## src/sv/assert_macros.svh

```systemverilog
// Assertion macros for the RTL file that carries checks.
`ifndef ASSERT_MACROS_SVH
`define ASSERT_MACROS_SVH

// Checked only while reset is released.
`define MPA_ASSERT(label, clk, rst_n, prop, msg) \
    label: assert property (@(posedge clk) disable iff (!rst_n) prop) \
        else $error(msg);

// Checked at every edge, reset included.
`define MPA_ASSERT_ALWAYS(label, clk, prop, msg) \
    label: assert property (@(posedge clk) prop) else $error(msg);

`endif

```

## src/sv/mpa_pkg.sv

```systemverilog
`timescale 1ns / 1ps
// ----------------------------------------------------------------------------
// Multiprecision ALU package
// Widths, command and order codes, item and job types shared by the block.
// ----------------------------------------------------------------------------
package mpa_pkg;

    localparam int MAX_BYTES = 32;
    localparam int BYTE_W    = 8;
    localparam int OPW       = MAX_BYTES * BYTE_W;
    localparam int CHUNK_W   = 32;
    localparam int CHUNKS    = (OPW + 1 + CHUNK_W - 1) / CHUNK_W;
    localparam int RW        = CHUNKS * CHUNK_W;
    localparam int CNT_W     = $clog2(MAX_BYTES + 1);
    localparam int CHK_W     = (CHUNKS > 1) ? $clog2(CHUNKS) : 1;
    localparam int BIT_W     = $clog2(OPW + 1);
    localparam int PROD_W    = BYTE_W + CHUNK_W;
    localparam int ACC_W     = PROD_W + 2;
    localparam int CARRY_W   = ACC_W - CHUNK_W;

    localparam logic [2:0] CMD_ADD = 3'd0;
    localparam logic [2:0] CMD_SUB = 3'd1;
    localparam logic [2:0] CMD_MUL = 3'd2;
    localparam logic [2:0] CMD_DIV = 3'd3;
    localparam logic [2:0] CMD_CMP = 3'd4;

    localparam logic [1:0] ORD_EQ = 2'd0;
    localparam logic [1:0] ORD_GT = 2'd1;
    localparam logic [1:0] ORD_LT = 2'd2;

    typedef struct packed {
        logic [2:0]        command;
        logic [BYTE_W-1:0] a_byte;
        logic [BYTE_W-1:0] b_byte;
        logic              last;
    } t_in_item;

    typedef struct packed {
        logic [BYTE_W-1:0] result_byte;
        logic [BYTE_W-1:0] remainder_byte;
        logic [1:0]        order;
        logic              divide_by_zero;
        logic              too_long;
        logic              last_out;
    } t_out_item;

    // One closed operation: operands are top aligned, byte 0 at MAX_BYTES-count.
    typedef struct packed {
        logic [2:0]       command;
        logic [CNT_W-1:0] count;
        logic             too_long;
        logic [OPW-1:0]   a;
        logic [OPW-1:0]   b;
    } t_job;

    typedef struct packed {
        logic full;
        logic empty;
    } t_q_status;

    typedef enum logic [3:0] {
        ST_IDLE,
        ST_ALIGN,
        ST_ADDSUB,
        ST_MUL_PROD,
        ST_MUL_ACC,
        ST_DIV_SHIFT,
        ST_DIV_SUB,
        ST_DIV_COMMIT,
        ST_EMIT
    } t_state;

endpackage

```

## src/sv/mpa_front.sv

```systemverilog
`timescale 1ns / 1ps
// ----------------------------------------------------------------------------
// Multiprecision ALU front end
// Collects operand byte pairs and hands each closed operation to the job queue.
// ----------------------------------------------------------------------------
module mpa_front (
    input  logic               i_clk,
    input  logic               i_rst_n,
    input  logic               i_push,
    input  mpa_pkg::t_in_item  i_in_item,
    input  logic               i_q_full,
    output logic               o_job_push,
    output mpa_pkg::t_job      o_job
);

    logic [mpa_pkg::OPW-1:0]   r_a, n_a;
    logic [mpa_pkg::OPW-1:0]   r_b, n_b;
    logic [mpa_pkg::CNT_W-1:0] r_count, n_count, w_count;
    logic                      r_ovf, n_ovf, w_ovf;
    logic                      w_transfer;

    always_comb begin
        w_transfer = i_push & ~i_q_full;
        n_a     = r_a;
        n_b     = r_b;
        w_count = r_count;
        w_ovf   = r_ovf;
        if (w_transfer) begin
            if (r_count < mpa_pkg::CNT_W'(mpa_pkg::MAX_BYTES)) begin
                n_a     = {i_in_item.a_byte, r_a[mpa_pkg::OPW-1:mpa_pkg::BYTE_W]};
                n_b     = {i_in_item.b_byte, r_b[mpa_pkg::OPW-1:mpa_pkg::BYTE_W]};
                w_count = r_count + 1'b1;
            end else begin
                w_ovf = 1'b1;
            end
        end
        o_job_push       = w_transfer & i_in_item.last;
        o_job.command    = i_in_item.command;
        o_job.count      = w_count;
        o_job.too_long   = w_ovf;
        o_job.a          = n_a;
        o_job.b          = n_b;
        n_count = o_job_push ? '0 : w_count;
        n_ovf   = o_job_push ? 1'b0 : w_ovf;
    end

    always_ff @(posedge i_clk) begin
        if (!i_rst_n) begin
            r_count <= '0;
            r_ovf   <= 1'b0;
        end else begin
            r_count <= n_count;
            r_ovf   <= n_ovf;
        end
    end

    // Stale bytes below the current operand are shifted out or ignored by the back end.
    always_ff @(posedge i_clk) begin
        r_a <= n_a;
        r_b <= n_b;
    end

endmodule

```

## config.mk

```make
export PLATFORM = sky130hd
export DESIGN_NAME = mpa_front
export DESIGN_NICKNAME = d
export VERILOG_FILES = /design/src/sv/assert_macros.svh /design/src/sv/mpa_pkg.sv /design/src/sv/mpa_front.sv
export SDC_FILE = /design/constraint.sdc
export NUM_CORES = 1
export LEC_CHECK = 0
export BUFFER_PORTS_ARGS = -buffer_cell sky130_fd_sc_hd__buf_2
export CAP_MARGIN = 5
export CORE_AREA = 5 5 212 214
export CTS_CLUSTER_SIZE = 24
export DETAILED_ROUTE_END_ITERATION = 10
export DIE_AREA = 0 0 217 219
export GPL_TIMING_DRIVEN = 0
export SLEW_MARGIN = 0
export SYNTH_ARGS = -nofsm -noshare
export SYNTH_HDL_FRONTEND = slang
export SYNTH_SLANG_ARGS = --single-unit
```

## constraint.sdc

```tcl
create_clock -name i_clk -period 3.5 [get_ports i_clk]
set_clock_uncertainty 0.1 [all_clocks]
set_input_delay 0.7 -clock i_clk [delete_from_list [all_inputs] [get_ports i_clk]]
set_output_delay 0.7 -clock i_clk [all_outputs]
set_load 0.005 [all_outputs]
```

==> impl_metrics.env <==
export IMPL_post_route_period_util=0.924
export IMPL_maxSlewViolCount=0
export IMPL_rows=76
export IMPL_min_path_type="in2reg"
export IMPL_yosysMostFrequentCell="dfxtp_1"
export IMPL_dp_cells=2209
export IMPL_portBuffers=543
export IMPL_hold_buffers=0
export IMPL_detail_route_iter0_violations=420
export IMPL_layout_drive_gt1_share=0.681
export IMPL_setup_tns_final_ps=0
export IMPL_clockRootBuffer="clkbuf_16"
export IMPL_switching_share=0.274
export IMPL_hpwl_mm=37.5
export IMPL_power_leakage_nw=10.7
export IMPL_clkPwrFrac=0.317
export IMPL_pwr_share_comb=0.224
export IMPL_hold_viol=0
export IMPL_power_density_nw_per_um2=791
export IMPL_crit_top_cell="buf_6"
export IMPL_final_cells=2304
export IMPL_setup_viol=0
export IMPL_critPathTopFamily="buffers and inverters"
export IMPL_areaGrowthSynthToFinish_pct=30.2
export IMPL_synth_edf_count=0
export IMPL_syn_avg_cell_area_um2=15.1
export IMPL_wirelength_mm=47.0
export IMPL_dr_pass1_iters=4
export IMPL_synth_seq_cells=519
export IMPL_synth_commonest_cells="519 x dfxtp_1, 513 x mux2_2, 35 x buf_6"
export IMPL_ioPinCount=547
export IMPL_clock_sinks=519
export IMPL_gp_congestion=0.819
export IMPL_tightest_slew_ps=306
export IMPL_max_slew_margin=0.795
export IMPL_status="complete, no violations"
export IMPL_cpMaxStageDelayCell="mux2_2"
export IMPL_synth_cell_types=22
export IMPL_ys_async_sr_fraction=0
export IMPL_synth_net_count=1145
export IMPL_crit_path_start_kind="flip-flop"
export IMPL_p_switching_mw=4.78
export IMPL_antenna_found_initial=3
export IMPL_arrival_ps=2430
export IMPL_worst_setup_path_end_kind="primary output"
export IMPL_synth_cells=1120
export IMPL_core_area_um2=42700
export IMPL_cts_resized=0
export IMPL_syn_cell_area_um2=16900
export IMPL_path_buf_inv=4
export IMPL_cts_tree="built"
export IMPL_max_stage_delay_ps=370
export IMPL_ys_seq_area_frac=0.614
export IMPL_ant_nets=0
export IMPL_num_vias=10739
export IMPL_h_tree_depth=2
export IMPL_overflow=0
export IMPL_postCtsSetupBuffers=0
export IMPL_clkLatencyLatePin_ps=580
export IMPL_cts_path_max_buffers=3
export IMPL_yosysTopAreaCell="dfxtp_1"
export IMPL_fin_nets=1743
export IMPL_cts_made_buffers=53
export IMPL_cts_reportedPaths_clkPinSlew_ps=60
export IMPL_p_int_mw=12.6
export IMPL_die_x_um=217
export IMPL_start_util=0.396
export IMPL_synth_main_ff_cell="dfxtp_1"
export IMPL_ir_worst_vdd_v=0.000584
export IMPL_crit_path_max_fanout=10
export IMPL_crit_chain="nor3b_2 -> buf_4 -> buf_6 -> buf_6 -> mux2_2 -> buf_2"
export IMPL_num_antenna_cells=0
export IMPL_drcViolationCount=0
export IMPL_rsz0062_at_grt="no"
export IMPL_chipHeight_um=219
export IMPL_grt_pass1_vias=11159
export IMPL_grt_usage=0.188
export IMPL_min_period_ps=3230
export IMPL_yosys_warnings=0
export IMPL_worstPathRequired_ps=2700
export IMPL_fmax_mhz=309
export IMPL_routedWlPerCell_um=20.4
export IMPL_synth_area_top_cells="dfxtp_1 61%, mux2_2 34%, buf_6 2.3%, buf_2 0.47%, buf_4 0.44%"
export IMPL_grt_max_degree=14
export IMPL_avgViaCountPerCell=4.66
export IMPL_grt_pass1_wl_mm=69.1
export IMPL_dieArea_um2=47500
export IMPL_crit_type="reg2out"
export IMPL_yosysTopAreaCellShare=0.614
export IMPL_drv_cap=0
export IMPL_seq_power_share=0.459
-- sequential cells by signal (all words and copies together), names as in the netlist --
name / count
r_a: 256
r_count: 6
r_b: 256
r_ovf: 1
-- layout make-up --
type | count | area [um2]
Fill cell | 3731 | 20700
Multi-Input combinational cell | 538 | 5960
Clock buffer | 83 | 1580
Inverter | 2 | 7.51
Timing Repair Buffer | 543 | 2720
Buffer | 61 | 549
Tap cell | 546 | 683
Clock inverter | 12 | 120
Sequential cell | 519 | 10400
-- worst paths after layout --
| check | startpoint | to | slack (ps) | cells past startpoint |
|---|---|---|---|---|
| min | i_in_item[3] | r_b[250] | 260 | 2 |
| max | r_count[5] | o_job[507] | 270 | 6 |
| min reg2reg | r_b[3] | r_b[3] | 370 | 1 |
| max reg2reg | r_count[5] | r_a[243] | 1580 | 5 |
-- routing by layer --
layer	GRT usage	up-vias	routed length [um]
met1	0.215	5136	18500
met2	0.327	336	23100
li1	-	5174	-
met5	0	-	11
met4	0.0704	2	1600
met3	0.0626	91	3810
-- power by group through the flow --
| stage | combinational [mW] | sequential, mW | clock, mW |
|---|---|---|---|
| 6_report | 3.91 | 7.99 | 5.52 |
| 5_1_grt | 4.25 | 8.16 | 5.92 |
| 4_1_cts | 3.99 | 8.00 | 5.67 |
| 3_5_place_dp | 3.96 | 8.12 | 0 |
| 3_3_place_gp | 3.94 | 8.07 | 0 |
| 2_1_floorplan | 2.00 | 7.83 | 0 |
-- cell families after synthesis --
logic type,synth area share
adder cells (fa/ha/maj),0.000740
AND/OR/NAND/NOR,0.00629
flip-flops,0.614
XOR/XNOR,0.00155
AO/OA/AOI/OAI,0.00185
buffers and inverters,0.0329
multiplexers,0.342
-- cells in the final DEF, fill, tap and decap left out, types with 2 or more instances in the layout --
cell / Yosys / final
buf_4: 10 / 10
clkbuf_8: 0 / 10
bufinv_16: 0 / 2
inv_1: 2 / 2
nor2b_1: 6 / 6
dfxtp_1: 519 / 519
clkbuf_1: 0 / 18
mux2_2: 513 / 513
nand3b_1: 2 / 2
clkbuf_16: 0 / 55
xor2_1: 2 / 2
nand2_1: 3 / 3
buf_2: 16 / 559
inv_6: 0 / 2
buf_6: 35 / 35
clkinv_2: 0 / 7
-- stage by stage --
step / power, mW / utilization / setup WS (ps) / instance area, um2 / hold WS [ps]
detailed placement: 12.1 / 0.476 / 224 / 20300 / 361
CTS: 17.7 / 0.516 / 95.1 / 22000 / 207
global route: 18.3 / 0.516 / 73.4 / 22000 / 230
global placement: 12.0 / 0.476 / 215 / 20300 / 356
floorplan: 9.83 / - / 1010 / 16900 / 365
finish: 17.4 / 0.516 / 267 / 22000 / 260
Power figures use the tool's default switching activity.
