==> config.mk <==
export PLATFORM = sky130hd
export DESIGN_NAME = mpa_job_fifo
export DESIGN_NICKNAME = d
export VERILOG_FILES = /design/src/sv/assert_macros.svh /design/src/sv/mpa_pkg.sv /design/src/sv/mpa_job_fifo.sv
export SDC_FILE = /design/constraint.sdc
export NUM_CORES = 1
export LEC_CHECK = 0
export BUFFER_PORTS_ARGS = -buffer_cell sky130_fd_sc_hd__buf_2
export CAP_MARGIN = 40
export CORE_AREA = 10 10 402 404
export CTS_CLUSTER_SIZE = 20
export DETAILED_ROUTE_END_ITERATION = 10
export DIE_AREA = 0 0 412 414
export HOLD_SLACK_MARGIN = 0.08
export PLACE_DENSITY = 0.41
export SLEW_MARGIN = 30
export SYNTH_ARGS = -nofsm -noshare
export SYNTH_HDL_FRONTEND = slang
export SYNTH_SLANG_ARGS = --single-unit
==> constraint.sdc <==
create_clock -name i_clk -period 92.6 [get_ports i_clk]
set_input_delay 23.15 -clock i_clk [delete_from_list [all_inputs] [get_ports i_clk]]
set_output_delay 23.15 -clock i_clk [all_outputs]
set_load 0.05 [all_outputs]
==> src/sv/assert_macros.svh <==
// Assertion macros for the RTL file that carries checks.
`ifndef ASSERT_MACROS_SVH
`define ASSERT_MACROS_SVH

// Checked only while reset is released.
`define MPA_ASSERT(label, clk, rst_n, prop, msg) \
    label: assert property (@(posedge clk) disable iff (!rst_n) prop) \
        else $error(msg);

// Checked at every edge, reset included.
`define MPA_ASSERT_ALWAYS(label, clk, prop, msg) \
    label: assert property (@(posedge clk) prop) else $error(msg);

`endif

==> src/sv/mpa_pkg.sv <==
`timescale 1ns / 1ps
// ----------------------------------------------------------------------------
// Multiprecision ALU package
// Widths, command and order codes, item and job types shared by the block.
// ----------------------------------------------------------------------------
package mpa_pkg;

    localparam int MAX_BYTES = 32;
    localparam int BYTE_W    = 8;
    localparam int OPW       = MAX_BYTES * BYTE_W;
    localparam int CHUNK_W   = 32;
    localparam int CHUNKS    = (OPW + 1 + CHUNK_W - 1) / CHUNK_W;
    localparam int RW        = CHUNKS * CHUNK_W;
    localparam int CNT_W     = $clog2(MAX_BYTES + 1);
    localparam int CHK_W     = (CHUNKS > 1) ? $clog2(CHUNKS) : 1;
    localparam int BIT_W     = $clog2(OPW + 1);
    localparam int PROD_W    = BYTE_W + CHUNK_W;
    localparam int ACC_W     = PROD_W + 2;
    localparam int CARRY_W   = ACC_W - CHUNK_W;

    localparam logic [2:0] CMD_ADD = 3'd0;
    localparam logic [2:0] CMD_SUB = 3'd1;
    localparam logic [2:0] CMD_MUL = 3'd2;
    localparam logic [2:0] CMD_DIV = 3'd3;
    localparam logic [2:0] CMD_CMP = 3'd4;

    localparam logic [1:0] ORD_EQ = 2'd0;
    localparam logic [1:0] ORD_GT = 2'd1;
    localparam logic [1:0] ORD_LT = 2'd2;

    typedef struct packed {
        logic [2:0]        command;
        logic [BYTE_W-1:0] a_byte;
        logic [BYTE_W-1:0] b_byte;
        logic              last;
    } t_in_item;

    typedef struct packed {
        logic [BYTE_W-1:0] result_byte;
        logic [BYTE_W-1:0] remainder_byte;
        logic [1:0]        order;
        logic              divide_by_zero;
        logic              too_long;
        logic              last_out;
    } t_out_item;

    // One closed operation: operands are top aligned, byte 0 at MAX_BYTES-count.
    typedef struct packed {
        logic [2:0]       command;
        logic [CNT_W-1:0] count;
        logic             too_long;
        logic [OPW-1:0]   a;
        logic [OPW-1:0]   b;
    } t_job;

    typedef struct packed {
        logic full;
        logic empty;
    } t_q_status;

    typedef enum logic [3:0] {
        ST_IDLE,
        ST_ALIGN,
        ST_ADDSUB,
        ST_MUL_PROD,
        ST_MUL_ACC,
        ST_DIV_SHIFT,
        ST_DIV_SUB,
        ST_DIV_COMMIT,
        ST_EMIT
    } t_state;

endpackage

==> src/sv/mpa_job_fifo.sv <==
`timescale 1ns / 1ps
// ----------------------------------------------------------------------------
// Multiprecision ALU job queue
// Two-entry queue of closed operations between front and back end.
// ----------------------------------------------------------------------------
module mpa_job_fifo (
    input  logic                i_clk,
    input  logic                i_rst_n,
    input  logic                i_push,
    input  mpa_pkg::t_job       i_job,
    input  logic                i_pop,
    output mpa_pkg::t_job       o_job,
    output mpa_pkg::t_q_status  o_status
);

    mpa_pkg::t_job r_mem [2];
    logic          r_wp, r_rp;
    logic [1:0]    r_cnt, n_cnt;

    always_comb begin
        o_status.full  = (r_cnt == 2'd2);
        o_status.empty = (r_cnt == 2'd0);
        o_job          = r_mem[r_rp];
        case ({i_push, i_pop})
            2'b10:   n_cnt = r_cnt + 2'd1;
            2'b01:   n_cnt = r_cnt - 2'd1;
            default: n_cnt = r_cnt;
        endcase
    end

    always_ff @(posedge i_clk) begin
        if (!i_rst_n) begin
            r_wp  <= 1'b0;
            r_rp  <= 1'b0;
            r_cnt <= 2'd0;
        end else begin
            r_cnt <= n_cnt;
            if (i_push) begin
                r_wp <= ~r_wp;
            end
            if (i_pop) begin
                r_rp <= ~r_rp;
            end
        end
    end

    always_ff @(posedge i_clk) begin
        if (i_push) begin
            r_mem[r_wp] <= i_job;
        end
    end

endmodule

==> key figures, run 1 <==
Power and ir drop
  • Maximum vdd drop: 0.0157 mV
  • Int Pwr: between 800 and 900 uW
  • Reg power frac: 0.465
  • NetSw: about 330 uW
  • Clock Power Share: 0.378
  • Comb pwr share: 0.158
  • Switching part of the total: 0.276
  • Pwr Total: roughly 1200 uW
  • Power Dens Cells: 24.1 nW/um^2
  • Cell leakage power: 0.0181 uW

Timing
  • Worst Tran Pin Value: ~0.87 ns
  • RSZ-0062 raised after global routing: false
  • Clock Skew: 0.0310 ns
  • Final period utilization: 0.295
  • Relative max-transition margin: 0.420
  • Setup violators final: 0
  • Fmax: 0.0366 GHz
  • Setup TNS: 0 ns
  • Final Hold Fails: 0
  • Post-layout min period: ~27 ns
  • Pins Over Slew Limit: 0

CTS
  • Clk sinks: 1049
  • CTS max path bufs: 3
  • Htree depth: 3
  • Clock Latency Late Sink: 0.71 ns
  • CTS Buf Count: approximately 120
  • Cts hold-fix bufs: 0
  • CTS clock-pin slew for the worst setup and hold paths: about 0.060 ns
  • Setup bufs post-CTS: 0
  • CTS tree: built
  • Post-cts resize count: 0
  • Clock Root Buffer: clkbuf_16

Floorplanning
  • Starting Density: 0.248
  • Die area: 171000 um^2
  • FP Rows: 144
  • Die Wd: 412 um
  • Core region area: between 150000 and 200000 um^2
  • Die height: approximately 410 um
  • I/O pins: roughly 1100

Critical path
  • R2R Path Start: r_wp
  • CP endpoint kind: output pin
  • WP data arrival: between 4 and 5 ns
  • R2R Setup Slk: roughly 89 ns
  • Worst Path Required: 69.45 ns
  • RR Endpoint: r_mem[0][282]
  • Crit path max fanout: approximately 140
  • Crit Path Category: flop to output pin
  • Reg2reg path depth: 8
  • Startpoint types: flop
  • Worst setup endpoint: o_job[328]

Layout
  • Layout cell share with drive strength beyond 1: 0.612
  • Final nets: approximately 3300
  • Synthesis-to-finish area growth: 30.5%
  • Commonest non-fill, non-tap cell in the layout: buf_2
  • Filler cells: 14971
  • Most frequent cells in the layout: buf_2, edfxtp_1, mux2_2, clkbuf_16

Global routing
  • Gr busiest metal: met2
  • Met2 GRT Util: 0.240
  • Grt total ovfl: 0
  • Met3 Track Usage GR: 0.0628
  • Initial antenna violation count: 95
  • All-Layer GR Usage: 0.140
  • First-pass GRT wire length: roughly 170000 um
  • Vias in the first global route: 21733
  • Largest net degree at the start of global routing: roughly 140
  • M1 GR Usage: 0.150

Flow run
  • # Max-Cap Violations: 0

Synth
  • Seq/Total Area, Yosys: 0.826
  • Seq cells post-synth: between 1000 and 1500
  • Synthesized area per cell: about 23 um^2
  • Syn_nets: between 2000 and 2500
  • Cells after synthesis: around 1600
  • YS warnings: 0
  • Synthesized area: between 30000 and 40000 um^2
  • Synth unique cells: 16

Routing
  • TritonRoute pass-1 iters: 5
  • DRC: 0
  • Via count: 20438
  • Routed WL: around 130000 um
  • Wire per inst: roughly 25 um
  • Post-DRT Antenna Nets: 0
  • Avg Vias per Cell: approximately 4.1
  • Initial drt markers: ~1300

Min path
  • Min-delay worst type: flop to flop

Placed design
  • Detail Placement HPWL: about 98000 um
  • I/O Buffers: between 1000 and 1500
  • Gpl congestion: between 0.8 and 0.9

Run status
  • Status: finished clean
Yosys cell counts:
library cell,n,area share
ha_1,1,0.00033
buf_6,54,0.016
xor2_1,1,0.00023
o21ai_0,1,0.00013
xnor2_1,2,0.00046
a21boi_1,1,0.00020
inv_1,1,0.000099
mux2_2,522,0.15
o21a_1,1,0.00020
buf_2,4,0.00053
nor2b_1,2,0.00033
edfxtp_1,1044,0.82
or3_1,1,0.00016
and2_1,4,0.00066
nor2_1,2,0.00020
dfxtp_1,5,0.0026
kinds of logic (layout without fill, tap and decap cells):
kind of cell / after synthesis / count (layout) / share of synthesized area
DFF: 1049 / 1049 / 0.826
muxes: 522 / 522 / 0.154
buffers and inverters: 59 / 1304 / 0.0166
and+or+nand+nor: 9 / 9 / 0.00135
AOI/OAI and AO/OA: 3 / 3 / 0.000526
xor gates and xnor gates: 3 / 3 / 0.000690
adders and majority gates: 1 / 1 / 0.000329
other: 0 / 33 / 0
power by group through the flow:
stage | Combinational, uW | Sequential [uW] | Clock [uW]
final | 189 | 557 | 453
after global routing | 197 | 558 | 489
after CTS | 191 | 558 | 470
after detailed placement | 190 | 568 | 0
after global placement | 187 | 568 | 0
after floorplan | 135 | 580 | 0
worst min path at each step:
| stage | cells after the start | to | startpoint |
|---|---|---|---|
| 2_1_floorplan | 2 | r_cnt[1] | r_cnt[1] |
| 3_3_place_gp | 2 | r_cnt[1] | r_cnt[1] |
| 3_5_place_dp | 2 | r_cnt[1] | r_cnt[1] |
| 4_1_cts | 2 | r_cnt[1] | r_cnt[1] |
| 5_1_grt | 2 | r_cnt[1] | r_cnt[1] |
| 6_report | 2 | r_cnt[1] | r_cnt[1] |
worst max-delay path, cell delays in order, from the launching register on:
cell,delay [ns]
dfxtp_4,0.51
buf_6,0.61
buf_4,0.74
buf_12,0.51
mux2_2,0.43
buf_2,0.22
registers in the layout (all words and copies together), names as in the netlist, named ones only:
name and cells:
r_rp 1, r_wp 1, r_cnt 2, r_mem 1044
metrics by stage:
stage                     hold WS (ns)  setup WS (ns)  cells  cell area (um^2)   util
after floorplan                  0.466          45.87   1646             38100      -
after global placement           0.508          64.66   4703             45400  0.296
after detailed placement         0.515          65.02   4714             45700  0.298
after CTS                        0.523          64.68   4931             49500  0.323
after global routing             0.587          65.07   4951             49600  0.324
final                            0.510          65.29   4968             49700  0.324
layout make-up:
class | count | area [um^2] | share of cell area
diodes | 33 | 82.6 | 0.00166
clock buffers | 149 | 3070 | 0.0617
clock inverters | 68 | 731 | 0.0147
inverters | 1 | 3.75 | 0.0000755
multi-input cells | 538 | 6000 | 0.121
flip-flops and latches | 1049 | 31500 | 0.633
well taps | 2044 | 2560 | 0.0515
repair buffers | 1086 | 5800 | 0.117
metal layers:
metal	share of wire	up-vias
met1	0.36	10197
met5	0.0045	-
li1	-	8959
met4	0.034	90
met2	0.50	892
met3	0.11	300
Power figures use the tool's default switching activity.
==> run 2: changes to the inputs <==
--- a/config.mk
+++ b/config.mk
@@ -5,6 +5,7 @@
 export SDC_FILE = /design/constraint.sdc
 export NUM_CORES = 1
 export LEC_CHECK = 0
+export ABC_AREA = 1
 export BUFFER_PORTS_ARGS = -buffer_cell sky130_fd_sc_hd__buf_2
 export CAP_MARGIN = 40
 export CORE_AREA = 10 10 402 404
@@ -12,7 +13,7 @@
 export DETAILED_ROUTE_END_ITERATION = 10
 export DIE_AREA = 0 0 412 414
 export HOLD_SLACK_MARGIN = 0.08
-export PLACE_DENSITY = 0.41
+export PLACE_DENSITY = 0.42
 export SLEW_MARGIN = 30
 export SYNTH_ARGS = -nofsm -noshare
 export SYNTH_HDL_FRONTEND = slang
==> constraint.sdc (replaced) <==
create_clock -name i_clk -period 24.8 [get_ports i_clk]
set_input_delay 6.2 -clock i_clk [delete_from_list [all_inputs] [get_ports i_clk]]
set_output_delay 6.2 -clock i_clk [all_outputs]
set_load 0.05 [all_outputs]
==> run 2 against run 1 <==
- non-clock buffer count shrank 2
- sequential cell count stayed put
- critical endpoint is now o_job[3]
- combinational power grew to 3.3 times the previous value
- count of clock-buffer cells in the layout fell by 7
- largest power group unchanged
- sequential share of layout area grew 0.42 points
==> key figures, run 2 <==
Synth
  • Syn_nets: about 2200
  • Top cells by area, synth: edfxtp_1, mux2_2, buf_6
  • Synth unique cells: 12
  • YS warnings: 0
  • Share of flip-flops with an asynchronous set or reset: 0
  • Most frequent cells after synthesis: edfxtp_1, mux2_2, buf_6
  • Cells after synthesis: ~1700
  • Seq cells post-synth: around 1000
  • Synthesized area per cell: 23.0 um^2
  • Seq/Total Area, Yosys: 0.826
  • Yosys top cell area share: 0.823
  • Synthesized area: approximately 38000 um^2
  • Cell accounting for the most synthesized area: edfxtp_1
  • Top_reg_cell synth: edfxtp_1
  • Post-synth EDFFs: roughly 1000
  • Most common cell in the netlist: edfxtp_1

CTS
  • CTS tree: built
  • CTS max path bufs: 3
  • Clk sinks: 1049
  • Cts hold-fix bufs: 0
  • Clock Root Buffer: clkbuf_16
  • Clock Latency Late Sink: ~0.7 ns
  • CTS clock-pin slew for the worst setup and hold paths: roughly 0.05 ns
  • Htree depth: 3
  • CTS Buf Count: 113
  • Setup bufs post-CTS: 0
  • Post-cts resize count: 0

Flow run
  • # Max-Cap Violations: 0

Timing
  • Fmax: 0.0880 GHz
  • Clock Skew: 0.0260 ns
  • Final period utilization: 0.458
  • Setup TNS: 0 ns
  • Pins Over Slew Limit: 0
  • Worst Tran Pin Value: 0.806 ns
  • RSZ-0062 raised after global routing: false
  • Setup violators final: 0
  • Post-layout min period: 11.36 ns
  • Final setup margin: roughly 13 ns
  • Final Hold Fails: 0
  • Relative max-transition margin: 0.462

Routing
  • Routed WL: 121000 um
  • Post-DRT Antenna Nets: 0
  • TritonRoute pass-1 iters: 5
  • Via count: between 20000 and 25000
  • Wire per inst: about 24 um
  • Initial drt markers: 1311
  • Avg Vias per Cell: roughly 4
  • DRC: 0

Global routing
  • Met2 GRT Util: 0.238
  • Met3 Track Usage GR: 0.0658
  • Gr busiest metal: met2
  • Initial antenna violation count: 100
  • All-Layer GR Usage: 0.134
  • Largest net degree at the start of global routing: roughly 160
  • M1 GR Usage: 0.135
  • Grt total ovfl: 0
  • First-pass GRT wire length: roughly 160000 um
  • Vias in the first global route: 21688

Min path
  • Min-delay worst type: flop to flop
  • Hold path start: r_rp
  • Hold EP: r_rp
  • Hold Path Cell Cnt: 2

Power and ir drop
  • Clock Power Share: 0.369
  • Switching part of the total: 0.271
  • Int Pwr: 3130 uW
  • Maximum vdd drop: 0.0541 mV
  • Pwr Total: roughly 4300 uW
  • Comb pwr share: 0.146
  • Power Dens Cells: a little under 90 nW/um^2
  • NetSw: around 1200 uW
  • Reg power frac: 0.485
  • Cell leakage power: ~0.018 uW

Placed design
  • DP Worst Slack: roughly 14 ns
  • Gpl congestion: 0.839
  • I/O Buffers: between 1000 and 1500
  • Placed cell count: between 4000 and 5000
  • Detail Placement HPWL: 91600 um

Layout
  • Commonest non-fill, non-tap cell in the layout: buf_2
  • Biggest register: r_mem
  • Final cell count without fillers: ~5000
  • Final nets: roughly 3300
  • Synthesis-to-finish area growth: 29.6%
  • Most frequent cells in the layout: buf_2, edfxtp_1, mux2_2, clkbuf_16, clkbuf_1
  • Fin util: 0.322
  • Layout cell share with drive strength beyond 1: 0.609
  • Largest register FFs: roughly 1000
  • Biggest regs: r_mem: 1044 flops, r_cnt: 2 flops

Critical path
  • WP data arrival: 5.16 ns
  • R2R Path Start: r_wp
  • Reg2reg path depth: 9
  • Crit path max fanout: 76
  • Crit Path Category: flop to output pin
  • R2R Setup Slk: a little over 20 ns
  • RR Endpoint: r_mem[0][227]
  • Startpoint types: flop
  • CP endpoint kind: output pin
  • Worst Path Required: between 15 and 20 ns

Floorplanning
  • Core region area: 153000 um^2
  • Die height: 414 um
  • Die area: about 170000 um^2
  • Starting Density: 0.248
  • FP Rows: ~140
  • I/O pins: between 1000 and 1500
  • Die Wd: 412 um

Run status
  • Status: finished clean
-- run 2: cell types whose count changed in the layout (fill, tap and decap cells not counted), moves of 5 or more --
cell        delta
clkinvlp_4     +5
bufinv_16      -6
nor2_1        +10
diode_2        -8
nand2_1        +8
-- run 2: metrics by stage --
stage               hold WS [ns]  instance area, um^2
finish                     0.501                49400
CTS                        0.500                49200
floorplan                  0.463                38100
global placement           0.475                45400
global route               0.546                49300
detailed placement         0.487                45700
-- run 2: layer usage --
metal | vias up | part of all wire
met5 | - | 0.0050
met4 | 96 | 0.034
met3 | 307 | 0.11
met2 | 902 | 0.51
met1 | 10129 | 0.34
li1 | 8969 | -
-- run 2: cell type report --
class | instances | area [um^2]
flip-flops and latches | 1049 | 31500
clock inverters | 64 | 523
diodes | 25 | 62.6
well taps | 2044 | 2560
clock buffers | 142 | 2960
inverters | 6 | 30.0
repair buffers | 1084 | 5790
multi-input cells | 546 | 5990
fillers | 14997 | 104000
-- run 2: logic make-up (layout without fill, tap and decap cells) --
group                      count (synthesis)  count (layout)  share of synthesized area
muxes                                    522             522                      0.154
and+or+nand+nor                           21              21                    0.00214
other                                      0              25                          0
DFF                                     1049            1049                      0.826
buffers and inverters                     64            1296                     0.0171
adders and majority gates                  1               1                   0.000328
AOI/OAI and AO/OA                          2               2                   0.000263
-- run 2: worst max-delay path by stage --
stage	cells past startpoint	startpoint	to	slack [ns]
2_1_floorplan	2	i_push	r_mem[0][0]	4.45
3_3_place_gp	7	i_push	r_mem[0][206]	13.59
3_5_place_dp	6	flop	o_job[307]	14.06
4_1_cts	6	flop	o_job[307]	13.26
5_1_grt	6	flop	o_job[307]	13.02
6_report	6	flop	o_job[3]	13.44
-- run 2: power groups by stage --
stage,Sequential [uW],Combinational [uW],Clock (uW)
floorplan,2150,439,0
global placement,2120,622,0
detailed placement,2120,635,0
CTS,2080,637,1640
global route,2090,655,1710
finish,2080,627,1580
-- run 2: critical path: stages, from the launching register on --
cell and delay, ns:
dfxtp_4 0.77, buf_4 0.70, buf_6 0.63, buf_4 0.71
buf_4 0.72, mux2_2 0.43, buf_2 0.22
